--- config.mk ---
export PLATFORM = sky130hd
export DESIGN_NAME = utf8_lossy_decoder_core
export DESIGN_NICKNAME = d
export VERILOG_FILES = /design/src/rtl/core/utf8ld_pkg.sv /design/src/rtl/core/utf8ld_front.sv /design/src/rtl/core/utf8ld_queue.sv /design/src/rtl/core/utf8ld_back.sv /design/src/rtl/core/utf8_lossy_decoder_core.sv
export SDC_FILE = /design/constraint.sdc
export NUM_CORES = 1
export LEC_CHECK = 0
export BUFFER_PORTS_ARGS = -buffer_cell sky130_fd_sc_hd__buf_4
export CAP_MARGIN = 20
export CORE_MARGIN = 8
export CORE_UTILIZATION = 35
export CTS_BUF_LIST = sky130_fd_sc_hd__clkbuf_16
export DETAILED_ROUTE_END_ITERATION = 8
export GPL_TIMING_DRIVEN = 0
export SLEW_MARGIN = 30
export SYNTH_ARGS = -nofsm -noshare
export SYNTH_HDL_FRONTEND = slang
export SYNTH_HIERARCHICAL = 1
export SYNTH_SLANG_ARGS = --single-unit
--- constraint.sdc ---
create_clock -name clk -period 6.9 [get_ports clk]
set_input_delay 0.345 -clock clk [delete_from_list [all_inputs] [get_ports clk]]
set_output_delay 0.345 -clock clk [all_outputs]
set_load 0.005 [all_outputs]
--- src/rtl/core/utf8ld_pkg.sv ---
// ----------------------------------------------------------------------------
// UTF-8 lossy decoder package
// Shared item types, the command passed from front to back, and constants.
// ----------------------------------------------------------------------------
package utf8ld_pkg;

  typedef struct packed {
    logic [7:0] in_byte;
    logic       last_in_stream;
  } in_item_t;

  typedef struct packed {
    logic [7:0] out_byte;
    logic       is_replacement;
    logic       last_of_run;
    logic       end_of_stream;
    logic       stream_valid;
  } out_item_t;

  // One command covers all results of one input transaction: a number of
  // replacement characters followed by a number of passed-through bytes.
  typedef struct packed {
    logic [2:0]      n_rep;
    logic [2:0]      n_pass;
    logic [3:0][7:0] pbytes;
    logic            eos;
    logic            sv;
  } cmd_t;

  localparam int unsigned QDEPTH = 2;

  localparam logic [7:0] REPL_B0 = 8'hEF;
  localparam logic [7:0] REPL_B1 = 8'hBF;
  localparam logic [7:0] REPL_B2 = 8'hBD;

  localparam logic [20:0] CP_MAX      = 21'h10FFFF;
  localparam logic [20:0] CP_SURR_LO  = 21'h00D800;
  localparam logic [20:0] CP_SURR_HI  = 21'h00DFFF;
  localparam logic [20:0] CP_MIN2     = 21'h000080;
  localparam logic [20:0] CP_MIN3     = 21'h000800;
  localparam logic [20:0] CP_MIN4     = 21'h010000;
  localparam logic [7:0]  CONT_MASK   = 8'hC0;
  localparam logic [7:0]  CONT_TAG    = 8'h80;
  localparam logic [7:0]  PAYLOAD_MSK = 8'h3F;

endpackage

--- src/rtl/core/utf8ld_front.sv ---
// ----------------------------------------------------------------------------
// UTF-8 lossy decoder front end
// Accepts bytes, tracks the pending sequence and issues one command per
// transaction that produces output.
// ----------------------------------------------------------------------------
module utf8ld_front (
  input  logic                 clk,
  input  logic                 rst_n,
  input  logic                 in_valid,
  output logic                 in_ready,
  input  utf8ld_pkg::in_item_t in_data,
  input  logic                 q_full,
  output logic                 q_push,
  output utf8ld_pkg::cmd_t     q_cmd
);

  logic [2:0][7:0] hb_r, hb_nxt;
  logic [1:0]      hc_r, hc_nxt;
  logic [1:0]      nc_r, nc_nxt;
  logic            inv_r, inv_nxt;

  logic [7:0]  c;
  logic        last;
  logic        accept;
  logic        fresh_path;
  logic        is_cont;
  logic        do_fresh;
  logic [1:0]  extra;
  logic        seq_ok;
  logic [20:0] cp;

  assign c      = in_data.in_byte;
  assign last   = in_data.last_in_stream;
  assign in_ready = !q_full;
  assign accept = in_valid && in_ready;

  assign fresh_path = (hc_r == 2'd0) || (nc_r == 2'd0);
  assign is_cont    = (c & utf8ld_pkg::CONT_MASK) == utf8ld_pkg::CONT_TAG;

  // Number of continuation bytes announced by a lead; zero if not a lead.
  always_comb begin
    if (c[7:5] == 3'b110) extra = 2'd1;
    else if (c[7:4] == 4'b1110) extra = 2'd2;
    else if (c[7:3] == 5'b11110) extra = 2'd3;
    else extra = 2'd0;
  end

  // Code point of the sequence completed by c, and its validity.
  always_comb begin
    unique case (hc_r)
      2'd1: cp = {10'd0, hb_r[0][4:0], c[5:0]};
      2'd2: cp = {5'd0, hb_r[0][3:0], hb_r[1][5:0], c[5:0]};
      2'd3: cp = {hb_r[0][2:0], hb_r[1][5:0], hb_r[2][5:0], c[5:0]};
      default: cp = '0;
    endcase
    seq_ok = 1'b1;
    if (hc_r == 2'd1 && cp < utf8ld_pkg::CP_MIN2) seq_ok = 1'b0;
    if (hc_r == 2'd2 && cp < utf8ld_pkg::CP_MIN3) seq_ok = 1'b0;
    if (hc_r == 2'd3 && cp < utf8ld_pkg::CP_MIN4) seq_ok = 1'b0;
    if (cp > utf8ld_pkg::CP_MAX) seq_ok = 1'b0;
    if (cp >= utf8ld_pkg::CP_SURR_LO && cp <= utf8ld_pkg::CP_SURR_HI) seq_ok = 1'b0;
  end

  always_comb begin
    q_cmd    = '0;
    hb_nxt   = hb_r;
    hc_nxt   = hc_r;
    nc_nxt   = nc_r;
    do_fresh = 1'b0;

    if (fresh_path) begin
      do_fresh = 1'b1;
    end else if (!is_cont) begin
      // Every held byte is re-decoded on its own and each fails.
      q_cmd.n_rep = {1'b0, hc_r};
      do_fresh    = 1'b1;
    end else if (nc_r == 2'd1) begin
      if (seq_ok) begin
        q_cmd.n_pass           = {1'b0, hc_r} + 3'd1;
        q_cmd.pbytes[0]        = hb_r[0];
        q_cmd.pbytes[1]        = hb_r[1];
        q_cmd.pbytes[2]        = hb_r[2];
        q_cmd.pbytes[hc_r]     = c;
      end else begin
        q_cmd.n_rep = {1'b0, hc_r} + 3'd1;
      end
      hb_nxt = '0;
      hc_nxt = 2'd0;
      nc_nxt = 2'd0;
    end else begin
      if (hc_r != 2'd3) hb_nxt[hc_r] = c;
      hc_nxt = hc_r + 2'd1;
      nc_nxt = nc_r - 2'd1;
      if (last) begin
        q_cmd.n_rep = {1'b0, hc_r} + 3'd1;
        hb_nxt = '0;
        hc_nxt = 2'd0;
        nc_nxt = 2'd0;
      end
    end

    if (do_fresh) begin
      hb_nxt = '0;
      hc_nxt = 2'd0;
      nc_nxt = 2'd0;
      if (!c[7]) begin
        q_cmd.n_pass    = 3'd1;
        q_cmd.pbytes[0] = c;
      end else if (extra == 2'd0 || last) begin
        q_cmd.n_rep = q_cmd.n_rep + 3'd1;
      end else begin
        hb_nxt[0] = c;
        hc_nxt    = 2'd1;
        nc_nxt    = extra;
      end
    end

    q_cmd.eos = last;
    q_cmd.sv  = last && !(inv_r || (q_cmd.n_rep != 3'd0));
    inv_nxt   = inv_r || (q_cmd.n_rep != 3'd0);

    // The end of a stream returns everything to the reset state.
    if (last) begin
      hb_nxt  = '0;
      hc_nxt  = 2'd0;
      nc_nxt  = 2'd0;
      inv_nxt = 1'b0;
    end
  end

  assign q_push = accept && ((q_cmd.n_rep != 3'd0) || (q_cmd.n_pass != 3'd0));

  always_ff @(posedge clk) begin
    if (!rst_n) begin
      hb_r  <= '0;
      hc_r  <= 2'd0;
      nc_r  <= 2'd0;
      inv_r <= 1'b0;
    end else if (accept) begin
      hb_r  <= hb_nxt;
      hc_r  <= hc_nxt;
      nc_r  <= nc_nxt;
      inv_r <= inv_nxt;
    end
  end

endmodule

--- src/rtl/core/utf8ld_queue.sv ---
// ----------------------------------------------------------------------------
// UTF-8 lossy decoder command queue
// Two-entry FIFO decoupling the front end from the output sequencer.
// ----------------------------------------------------------------------------
module utf8ld_queue (
  input  logic                 clk,
  input  logic                 rst_n,
  input  logic                 push,
  input  utf8ld_pkg::cmd_t     push_cmd,
  output logic                 full,
  input  logic                 pop,
  output logic                 nempty,
  output utf8ld_pkg::cmd_t     head
);

  localparam int unsigned PW = (utf8ld_pkg::QDEPTH > 1) ? $clog2(utf8ld_pkg::QDEPTH) : 1;
  localparam int unsigned CW = $clog2(utf8ld_pkg::QDEPTH + 1);

  utf8ld_pkg::cmd_t mem_r [utf8ld_pkg::QDEPTH];
  logic [PW-1:0]    wp_r, rp_r;
  logic [CW-1:0]    cnt_r;

  assign full   = cnt_r == CW'(utf8ld_pkg::QDEPTH);
  assign nempty = cnt_r != '0;
  assign head   = mem_r[rp_r];

  function automatic logic [PW-1:0] ptr_inc(input logic [PW-1:0] p);
    ptr_inc = (p == PW'(utf8ld_pkg::QDEPTH - 1)) ? '0 : p + PW'(1);
  endfunction

  always_ff @(posedge clk) begin
    if (push) mem_r[wp_r] <= push_cmd;
  end

  always_ff @(posedge clk) begin
    if (!rst_n) begin
      wp_r  <= '0;
      rp_r  <= '0;
      cnt_r <= '0;
    end else begin
      if (push) wp_r <= ptr_inc(wp_r);
      if (pop)  rp_r <= ptr_inc(rp_r);
      if (push && !pop)      cnt_r <= cnt_r + CW'(1);
      else if (pop && !push) cnt_r <= cnt_r - CW'(1);
    end
  end

endmodule

--- src/rtl/core/utf8ld_back.sv ---
// ----------------------------------------------------------------------------
// UTF-8 lossy decoder output sequencer
// Expands one command into replacement and pass-through bytes, one a cycle while out_ready is high.
// ----------------------------------------------------------------------------
module utf8ld_back (
  input  logic                  clk,
  input  logic                  rst_n,
  input  logic                  q_nempty,
  input  utf8ld_pkg::cmd_t      q_head,
  output logic                  q_pop,
  output logic                  out_valid,
  input  logic                  out_ready,
  output utf8ld_pkg::out_item_t out_data
);

  utf8ld_pkg::cmd_t cmd_r;
  logic             busy_r;
  logic [2:0]       rep_r;
  logic [1:0]       ph_r;
  logic [1:0]       pi_r;
  logic             fire;
  logic             final_b;

  assign out_valid = busy_r;
  assign fire      = busy_r && out_ready;

  // Final byte of the command: last octet of the last replacement when there
  // is nothing to pass through, otherwise the last pass-through byte.
  assign final_b = (rep_r != 3'd0)
                 ? (rep_r == 3'd1 && ph_r == 2'd2 && cmd_r.n_pass == 3'd0)
                 : ({1'b0, pi_r} == cmd_r.n_pass - 3'd1);

  always_comb begin
    out_data = '0;
    if (rep_r != 3'd0) begin
      out_data.is_replacement = 1'b1;
      case (ph_r)
        2'd0:    out_data.out_byte = utf8ld_pkg::REPL_B0;
        2'd1:    out_data.out_byte = utf8ld_pkg::REPL_B1;
        default: out_data.out_byte = utf8ld_pkg::REPL_B2;
      endcase
    end else begin
      out_data.out_byte = cmd_r.pbytes[pi_r];
    end
    out_data.last_of_run   = final_b;
    out_data.end_of_stream = final_b && cmd_r.eos;
    out_data.stream_valid  = final_b && cmd_r.sv;
  end

  assign q_pop = q_nempty && (!busy_r || (fire && final_b));

  always_ff @(posedge clk) begin
    if (q_pop) cmd_r <= q_head;
  end

  always_ff @(posedge clk) begin
    if (!rst_n) begin
      busy_r <= 1'b0;
      rep_r  <= 3'd0;
      ph_r   <= 2'd0;
      pi_r   <= 2'd0;
    end else if (q_pop) begin
      busy_r <= 1'b1;
      rep_r  <= q_head.n_rep;
      ph_r   <= 2'd0;
      pi_r   <= 2'd0;
    end else if (fire) begin
      if (final_b) begin
        busy_r <= 1'b0;
      end else if (rep_r != 3'd0) begin
        if (ph_r == 2'd2) begin
          ph_r  <= 2'd0;
          rep_r <= rep_r - 3'd1;
        end else begin
          ph_r <= ph_r + 2'd1;
        end
      end else begin
        pi_r <= pi_r + 2'd1;
      end
    end
  end

endmodule

--- src/rtl/core/utf8_lossy_decoder_core.sv ---
// Path: a command is registered in the queue, then in the sequencer, which emits its bytes.
// Throughput: one output byte per cycle from the sequencer while out_ready is high;
// the two-entry command queue stalls input once full. Pending lead and
// continuation bytes are taken without a queue entry.
// Reset: synchronous, active low; clears the pending sequence, the queue and the sequencer.
// ----------------------------------------------------------------------------
// UTF-8 lossy decoder core
// Repairs a byte stream to strict UTF-8, substituting U+FFFD for bad input.
// ----------------------------------------------------------------------------
module utf8_lossy_decoder_core (
  input  logic                  clk,
  input  logic                  rst_n,
  input  logic                  in_valid,
  output logic                  in_ready,
  input  utf8ld_pkg::in_item_t  in_data,
  output logic                  out_valid,
  input  logic                  out_ready,
  output utf8ld_pkg::out_item_t out_data
);

  logic             q_full;
  logic             q_push;
  logic             q_pop;
  logic             q_nempty;
  utf8ld_pkg::cmd_t q_cmd;
  utf8ld_pkg::cmd_t q_head;

  utf8ld_front u_front (
    .clk      (clk),
    .rst_n    (rst_n),
    .in_valid (in_valid),
    .in_ready (in_ready),
    .in_data  (in_data),
    .q_full   (q_full),
    .q_push   (q_push),
    .q_cmd    (q_cmd)
  );

  utf8ld_queue u_queue (
    .clk      (clk),
    .rst_n    (rst_n),
    .push     (q_push),
    .push_cmd (q_cmd),
    .full     (q_full),
    .pop      (q_pop),
    .nempty   (q_nempty),
    .head     (q_head)
  );

  utf8ld_back u_back (
    .clk       (clk),
    .rst_n     (rst_n),
    .q_nempty  (q_nempty),
    .q_head    (q_head),
    .q_pop     (q_pop),
    .out_valid (out_valid),
    .out_ready (out_ready),
    .out_data  (out_data)
  );

  // The end of a stream is always the final byte of its transaction.
  a_eos_last: assert property (@(posedge clk) disable iff (!rst_n)
    out_valid && out_data.end_of_stream |-> out_data.last_of_run)
    else $error("end_of_stream without last_of_run");

  // A stream closing on a replacement can never be reported valid.
  a_rep_invalid: assert property (@(posedge clk) disable iff (!rst_n)
    out_valid && out_data.is_replacement && out_data.end_of_stream
      |-> !out_data.stream_valid)
    else $error("stream reported valid on a replacement");

  // Nothing is written into the queue while it is full.
  a_no_overflow: assert property (@(posedge clk) disable iff (!rst_n)
    q_full |-> !q_push)
    else $error("command queue overflow");

endmodule

**Word level (Yosys, flattened, before mapping)**

Memory sizes are Yosys's and may differ from the RTL's. A register that Yosys moved wholly into a read port is not among the register bits.
Cells that the tools add are included.

- Flip-flop bits (word level): 78
- Logic and storage cells: 186
- Bits in writable memories: 80
- Bits of input ports: 13
- Memories kept: 1

Memory list:

| name | depth | bits a word | read ports | clocked after Yosys merged registers in | write ports | line | RTL |
|---|---|---|---|---|---|---|---|
| u_queue.mem_r | 2 | 40 | 1 | 1 | 1 | utf8ld_queue.sv:19 | `utf8ld_pkg::cmd_t mem_r [utf8ld_pkg::QDEPTH];` |

- Mux-type cells: 75
- Bitwise logic cells: 3
- Add/subtract/negate cells: 12
- Reduce and logical (&&, ||, !) cells: 50
- Equality and inequality tests: 16
- Order comparisons: 9

Operator list:

| kind | count |
|---|---|
| two-way mux 24 bit | 6 |
| two-way mux 35 bit | 3 |
| one-hot mux 21 bit (3 select lines) | 1 |
| two-way mux 8 bit | 7 |
| two-way mux 2 bit | 19 |
| two-way mux 38 bit | 1 |
| two-way mux 3 bit | 12 |
| bitwise mux 32 bit | 1 |
| bitwise mux 24 bit | 1 |
| >= comparator 21 x 16 -> 1 bit (second input constant) | 1 |
| greater-than comparator 21 bit (second input constant) | 1 |
| less-or-equal comparator 21 x 16 -> 1 bit (second input constant) | 1 |
| less-than comparator 21 x 12 -> 1 bit (second input constant) | 1 |
| less-than comparator 21 x 17 -> 1 bit (second input constant) | 1 |
| less-than comparator 21 x 8 -> 1 bit (second input constant) | 1 |
| two-way mux 1 bit | 20 |
| logical AND 1 bit | 17 |
| binary-select mux 8 bit (select 2 bit) | 1 |
| demux 8 bit (select 2 bit) | 1 |
| one-hot mux 7 bit (2 select lines) | 1 |
| nonzero test 2 bit | 6 |
| nonzero test 3 bit | 4 |
| equality test 2 bit (second input constant) | 5 |
| AND reduction 3 bit | 3 |
| 26 further kinds | 50 |

**Depth between registers and ports, before layout**

- Depth after elaboration: 24
- Gate-level depth with buffers: 21
- Gate-level depth less buffers: 19

**Hierarchy**

The synthesis kept the hierarchy.

By module, submodules not included:

| module | cells each | instances | sequential area each (um^2) | area each (um^2) |
|---|---|---|---|---|
| utf8ld_queue | 146 | 1 | 2502.4 | 3094.2 |
| utf8ld_front | 284 | 1 | 580.6 | 2197.1 |
| utf8ld_back | 131 | 1 | 1271.2 | 2016.9 |

**Worst setup path after synthesis**

Ideal clock, no wire load.

- Kind: reg-to-reg
- From: register u_front.hc_r[0]
- To: memory u_queue/mem_r[0][0] in the netlist's numbering (enable)
- Period minus slack after synthesis: 5.385 ns
- Stages on the path, launching flop included: 19
- Library setup time: 0.443 ns
- Slack: 1.515 ns
- Arrival time: 4.942 ns
- Required time: 6.457 ns
- Path through: dfxtp_1 > clkbuf_1 > inv_1 > ha_1 > buf_2 > nand4b_1 > or3_1 > o31a_1 > o21ai_2 > nand2_2 > nand2_1 > o21ai_0 > ha_1 > nor2_1 > nand3_1 > a21oi_1 > inv_1 > o31a_1 > nor2b_1

- Longest elaborated chain between the ends: 22

RTL lines:

| item | line | RTL |
|---|---|---|
| start: declaration | utf8ld_front.sv:18 | `logic [1:0] hc_r, hc_nxt;` |
| start signal: assignment | utf8ld_front.sv:141 | `hc_r <= hc_nxt;` |
| equality test 2 bit, or another cell as far along | utf8ld_front.sv:50, utf8ld_front.sv:59 |  |
| one-hot mux 21 bit (3 select lines) | utf8ld_front.sv:50 | `unique case (hc_r)` |
| less-than comparator 21 x 8 -> 1 bit | utf8ld_front.sv:57 | `if (hc_r == 2'd1 && cp < utf8ld_pkg::CP_MIN2) seq_ok = 1'b0;` |
| logical AND 1 bit | utf8ld_front.sv:57 |  |
| two-way mux 1 bit | utf8ld_front.sv:57 |  |
| two-way mux 1 bit | utf8ld_front.sv:58 | `if (hc_r == 2'd2 && cp < utf8ld_pkg::CP_MIN3) seq_ok = 1'b0;` |
| two-way mux 1 bit | utf8ld_front.sv:59 | `if (hc_r == 2'd3 && cp < utf8ld_pkg::CP_MIN4) seq_ok = 1'b0;` |
| two-way mux 1 bit | utf8ld_front.sv:60 | `if (cp > utf8ld_pkg::CP_MAX) seq_ok = 1'b0;` |
| [... 7 more ...] | - |  |
| two-way mux 3 bit | utf8ld_front.sv:106 | `if (!c[7]) begin` |
| two-way mux 6 bit (*) | utf8ld_front.sv:102 | `if (do_fresh) begin` |
| nonzero test 3 bit | utf8ld_front.sv:131 | `assign q_push = accept && ((q_cmd.n_rep != 3'd0) \|\| (q_cmd.n_pass != 3'd0));` |
| logical OR 1 bit (*) | utf8ld_front.sv:131 |  |
| logical AND 1 bit (*) | utf8ld_front.sv:131 |  |
| via q_push | utf8_lossy_decoder_core.sv:22 | `logic q_push;` |
| two-way mux 1 bit (*) | utf8ld_queue.sv:32 | `if (push) mem_r[wp_r] <= push_cmd;` |
| two-way mux 1 bit (not written as such) (*) | utf8ld_queue.sv:32 |  |
| end: declaration | utf8ld_queue.sv:19 |  |

Mark *: on every way through the listed nets, which the timed path passes. The rest lies on a longest branch.

**Worst setup path after layout**

- From: register u_front.hc_r[0]
- To: register u_queue.cnt_r[1]

- Longest elaborated chain between the ends: 23

RTL lines:

| item | line | RTL |
|---|---|---|
| equality test 2 bit, or another cell as far along | utf8ld_front.sv:50, utf8ld_front.sv:59 |  |
| one-hot mux 21 bit (3 select lines) | utf8ld_front.sv:50 |  |
| less-than comparator 21 x 8 -> 1 bit | utf8ld_front.sv:57 |  |
| logical AND 1 bit | utf8ld_front.sv:57 |  |
| two-way mux 1 bit | utf8ld_front.sv:57 |  |
| two-way mux 1 bit | utf8ld_front.sv:58 |  |
| two-way mux 1 bit | utf8ld_front.sv:59 |  |
| two-way mux 1 bit | utf8ld_front.sv:60 |  |
| [... 8 more ...] | - |  |
| two-way mux 6 bit (*) | utf8ld_front.sv:102 |  |
| nonzero test 3 bit | utf8ld_front.sv:131 |  |
| logical OR 1 bit (*) | utf8ld_front.sv:131 |  |
| logical AND 1 bit (*) | utf8ld_front.sv:131 |  |
| via q_push | utf8_lossy_decoder_core.sv:22 |  |
| zero test 1 bit | utf8ld_queue.sv:44 | `else if (pop && !push) cnt_r <= cnt_r - CW'(1);` |
| logical AND 1 bit | utf8ld_queue.sv:44 |  |
| nonzero test 2 bit (no line) | - |  |
| end signal: assignment | utf8ld_queue.sv:43 | `if (push && !pop) cnt_r <= cnt_r + CW'(1);` |
| end signal: assignment | utf8ld_queue.sv:44 |  |
| end: declaration | utf8ld_queue.sv:21 | `logic [CW-1:0] cnt_r;` |

Marks and branches as above.
A chain may end at the register's enable or synchronous reset.

==> flow_metrics.env <==
export IMPL_avgRoutedWirePerCell_um=18.1
export IMPL_fin_util_pct=40.7
export IMPL_maxCapViolations=0
export IMPL_numClockSinks=159
export IMPL_dieWidth_um=161
export IMPL_async_reset_ff_share_pct=0
export IMPL_multiInputGateArea_sq_um=2720
export IMPL_hold_viol_final=0
export IMPL_start_util_pct=35.2
export IMPL_n_fill_cell=1875
export IMPL_ys_ff_latch=159
export IMPL_grt_pass1_wl_mm=25.5
export IMPL_cts_buffer_depth=2
export IMPL_worstSetupStartpointType="flip-flop"
export IMPL_cp_required_ps=7250
export IMPL_grt_setup_unrepaired="no"
export IMPL_vias=4599
export IMPL_syn_to_final_growth_pct=15.5
export IMPL_final_cells=889
export IMPL_post_cts_buffers=0
export IMPL_ys_seq_area_share_pct=59.6
export IMPL_routed_via_density=5.17
export IMPL_synth_commonest_cells="edfxtp_1, nor2_1, dfxtp_1"
export IMPL_postSynthCellCount=561
export IMPL_synth_area_per_cell_sq_um=13.0
export IMPL_dp_cells=857
export IMPL_wl_mm=16.1
export IMPL_hp_class="in -> reg"
export IMPL_synth_nets=587
export IMPL_crit_path_end_kind="flip-flop"
export IMPL_synth_cell_types=73
export IMPL_row_count=53
export IMPL_synth_largest_area_cell="edfxtp_1"
export IMPL_drc=0
export IMPL_antenna_left=0
export IMPL_vdd_drop_max_v=0.000146
export IMPL_period_needed_ps=5000
export IMPL_worstMarginPinSlew_ps=872
export IMPL_grt_overflow=0
export IMPL_cts_tree="done"
export IMPL_numCtsBuffers=17
export IMPL_num_antenna_cells=0
export IMPL_dpl_cell_area_sq_um=7890
export IMPL_htree_levels=4
export IMPL_final_min_period_over_clock_period_pct=72.5
export IMPL_dr_pass1_iters=6
export IMPL_cts_resized=0
export IMPL_antenna_found_initial=0
export IMPL_synth_edf_count=117
export IMPL_yosys_warnings=6
export IMPL_p_leak_nw=2.82
export IMPL_core_area_sq_um=20800
export IMPL_drive_gt1_share_pct=24.4
export IMPL_skew_ps=21.4
export IMPL_netlist_area_sq_um=7310
export IMPL_arrival_ps=5350
export IMPL_path_class="reg -> reg"
export IMPL_netlist_top_cells_area="edfxtp_1, dfxtp_1, mux2_2"
export IMPL_yosys_area_top_type_share_pct=48.1
export IMPL_grt_max_degree=41
export IMPL_seq_area_sq_um=4350
export IMPL_grt_pass1_vias=4597
export IMPL_post_place_ws_ps=1970
export IMPL_finalSetupViolCount=0
export IMPL_dpl_hpwl_mm=11.5
export IMPL_relSlewSlack_pct=41.4
export IMPL_power_density_nw_per_um2=343
export IMPL_final_nets=627
export IMPL_dieArea_sq_um=25800
export IMPL_cts_hold_buf=0
export IMPL_worstSkewPairLatency_ps=420
export IMPL_die_h_um=161
export IMPL_io_buffers=18
export IMPL_synth_most_common_cell="edfxtp_1"
export IMPL_fmax_ghz=0.200
export IMPL_cp_max_fo=10
export IMPL_post_route_cell_area_sq_um=8440
export IMPL_root_buffer="clkbuf_16"
export IMPL_drt_first_iter_violations=415
export IMPL_final_setup_worst_slack_ps=1900
export IMPL_routabilityCongestion=0.897
export IMPL_ioPinCount=27
export IMPL_ys_flop_type="edfxtp_1"
export IMPL_report_final_slew_viol_count=0
export IMPL_groute_usage_overall_pct=12.6
export IMPL_status="finished, final reports clean"
export IMPL_cts_reportedPaths_clkPinSlew_ps=70
-- metal layers --
| metal | part of all wire, % | vias to the layer above | global-route usage (%) |
|---|---|---|---|
| met1 | 45 | 2285 | 15.6 |
| met4 | 1.5 | 0 | 4.04 |
| met2 | 50 | 110 | 21.6 |
| met3 | 3.3 | 16 | 2.74 |
| met5 | 0 | - | 0 |
| li1 | - | 2188 | - |
-- critical path, cell delays in order, from the launching register on --
cell and delay [ps]:
dfxtp_1 360, clkbuf_1 390, inv_1 190, ha_1 230, buf_2 190, nand4b_1 200, or3_1 380, o31a_1 320
o21ai_2 230, nand2_2 160, nand2_1 160, o21ai_0 100, ha_1 320, nor2_1 130, nand3_1 100, a21oi_1 230
inv_1 60, o31a_1 330, ha_1 240, xor2_1 160, or3_1 310, a21boi_1 140
-- placed cells by master (no fill, tap or decap), types with 19 or more instances in the layout --
master | Yosys | routed
edfxtp_1 | 117 | 117
nor2_1 | 44 | 44
dfxtp_1 | 42 | 42
mux2_2 | 40 | 40
a22oi_1 | 23 | 23
nand2_1 | 22 | 22
buf_4 | 3 | 21
inv_1 | 17 | 19
o21ai_0 | 19 | 19
-- cell type report --
type | count | share of cell area, %
repair buffers | 21 | 2.58
well taps | 275 | 4.08
plain buffers | 32 | 2.06
clock inverters | 15 | 1.47
flip-flops and latches | 159 | 51.6
multi-input cells | 350 | 32.3
inverters | 20 | 0.949
clock buffers | 17 | 5.04
-- report_power, final --
| part | switching (mW) | total, mW | internal [mW] |
|---|---|---|---|
| clock network | 0.367 | 0.860 | 0.493 |
| logic | 0.377 | 0.731 | 0.354 |
| registers | 0.0553 | 1.30 | 1.25 |
| total | 0.799 | 2.89 | 2.09 |
-- flip-flops by register name, indices dropped and copies added, names as in the netlist, named ones only --
signal / count
u_front/inv_r: 1
u_back/pi_r: 2
u_back/rep_r: 3
u_queue/mem_r: 80
u_front/nc_r: 2
u_queue/cnt_r: 2
u_back/out_valid: 1
u_front/hb_r: 24
u_front/hc_r: 2
u_back/ph_r: 2
u_queue/wp_r: 1
u_back/cmd_r: 37
u_queue/rp_r: 1
-- stage by stage --
| stage | power [mW] | hold slack, ps | setup TNS (ps) |
|---|---|---|---|
| 3_3_place_gp | 2.00 | 467 | -4560 |
| 2_1_floorplan | 1.76 | 447 | 0 |
| 6_report | 2.89 | 190 | 0 |
| 3_5_place_dp | 2.07 | 478 | 0 |
| 5_1_grt | 3.05 | 177 | 0 |
| 4_1_cts | 2.93 | 184 | 0 |
-- worst paths after layout --
kind | startpoint | end | slack, ps | depth (start not counted)
worst min register to register | u_front/hb_r[22] | u_front/hb_r[22] | 490 | 1
worst max register to register | u_front/hc_r[0] | u_queue/cnt_r[1] | 1900 | 21
worst max-delay path | u_front/hc_r[0] | u_queue/cnt_r[1] | 1900 | 21
worst min-delay path | in_data[0] | u_front/inv_r | 190 | 2
-- cell families after synthesis --
| family | count (synthesis) | synth area share [%] |
|---|---|---|
| fa+ha+maj | 13 | 2.23 |
| compound gates | 104 | 10.2 |
| flops | 159 | 59.6 |
| other cells | 1 | 0.0513 |
| xor+xnor | 10 | 1.20 |
| simple gates | 156 | 11.7 |
| buf+inv | 52 | 3.48 |
| mux | 66 | 11.5 |
(Power assumes the default switching activity.)
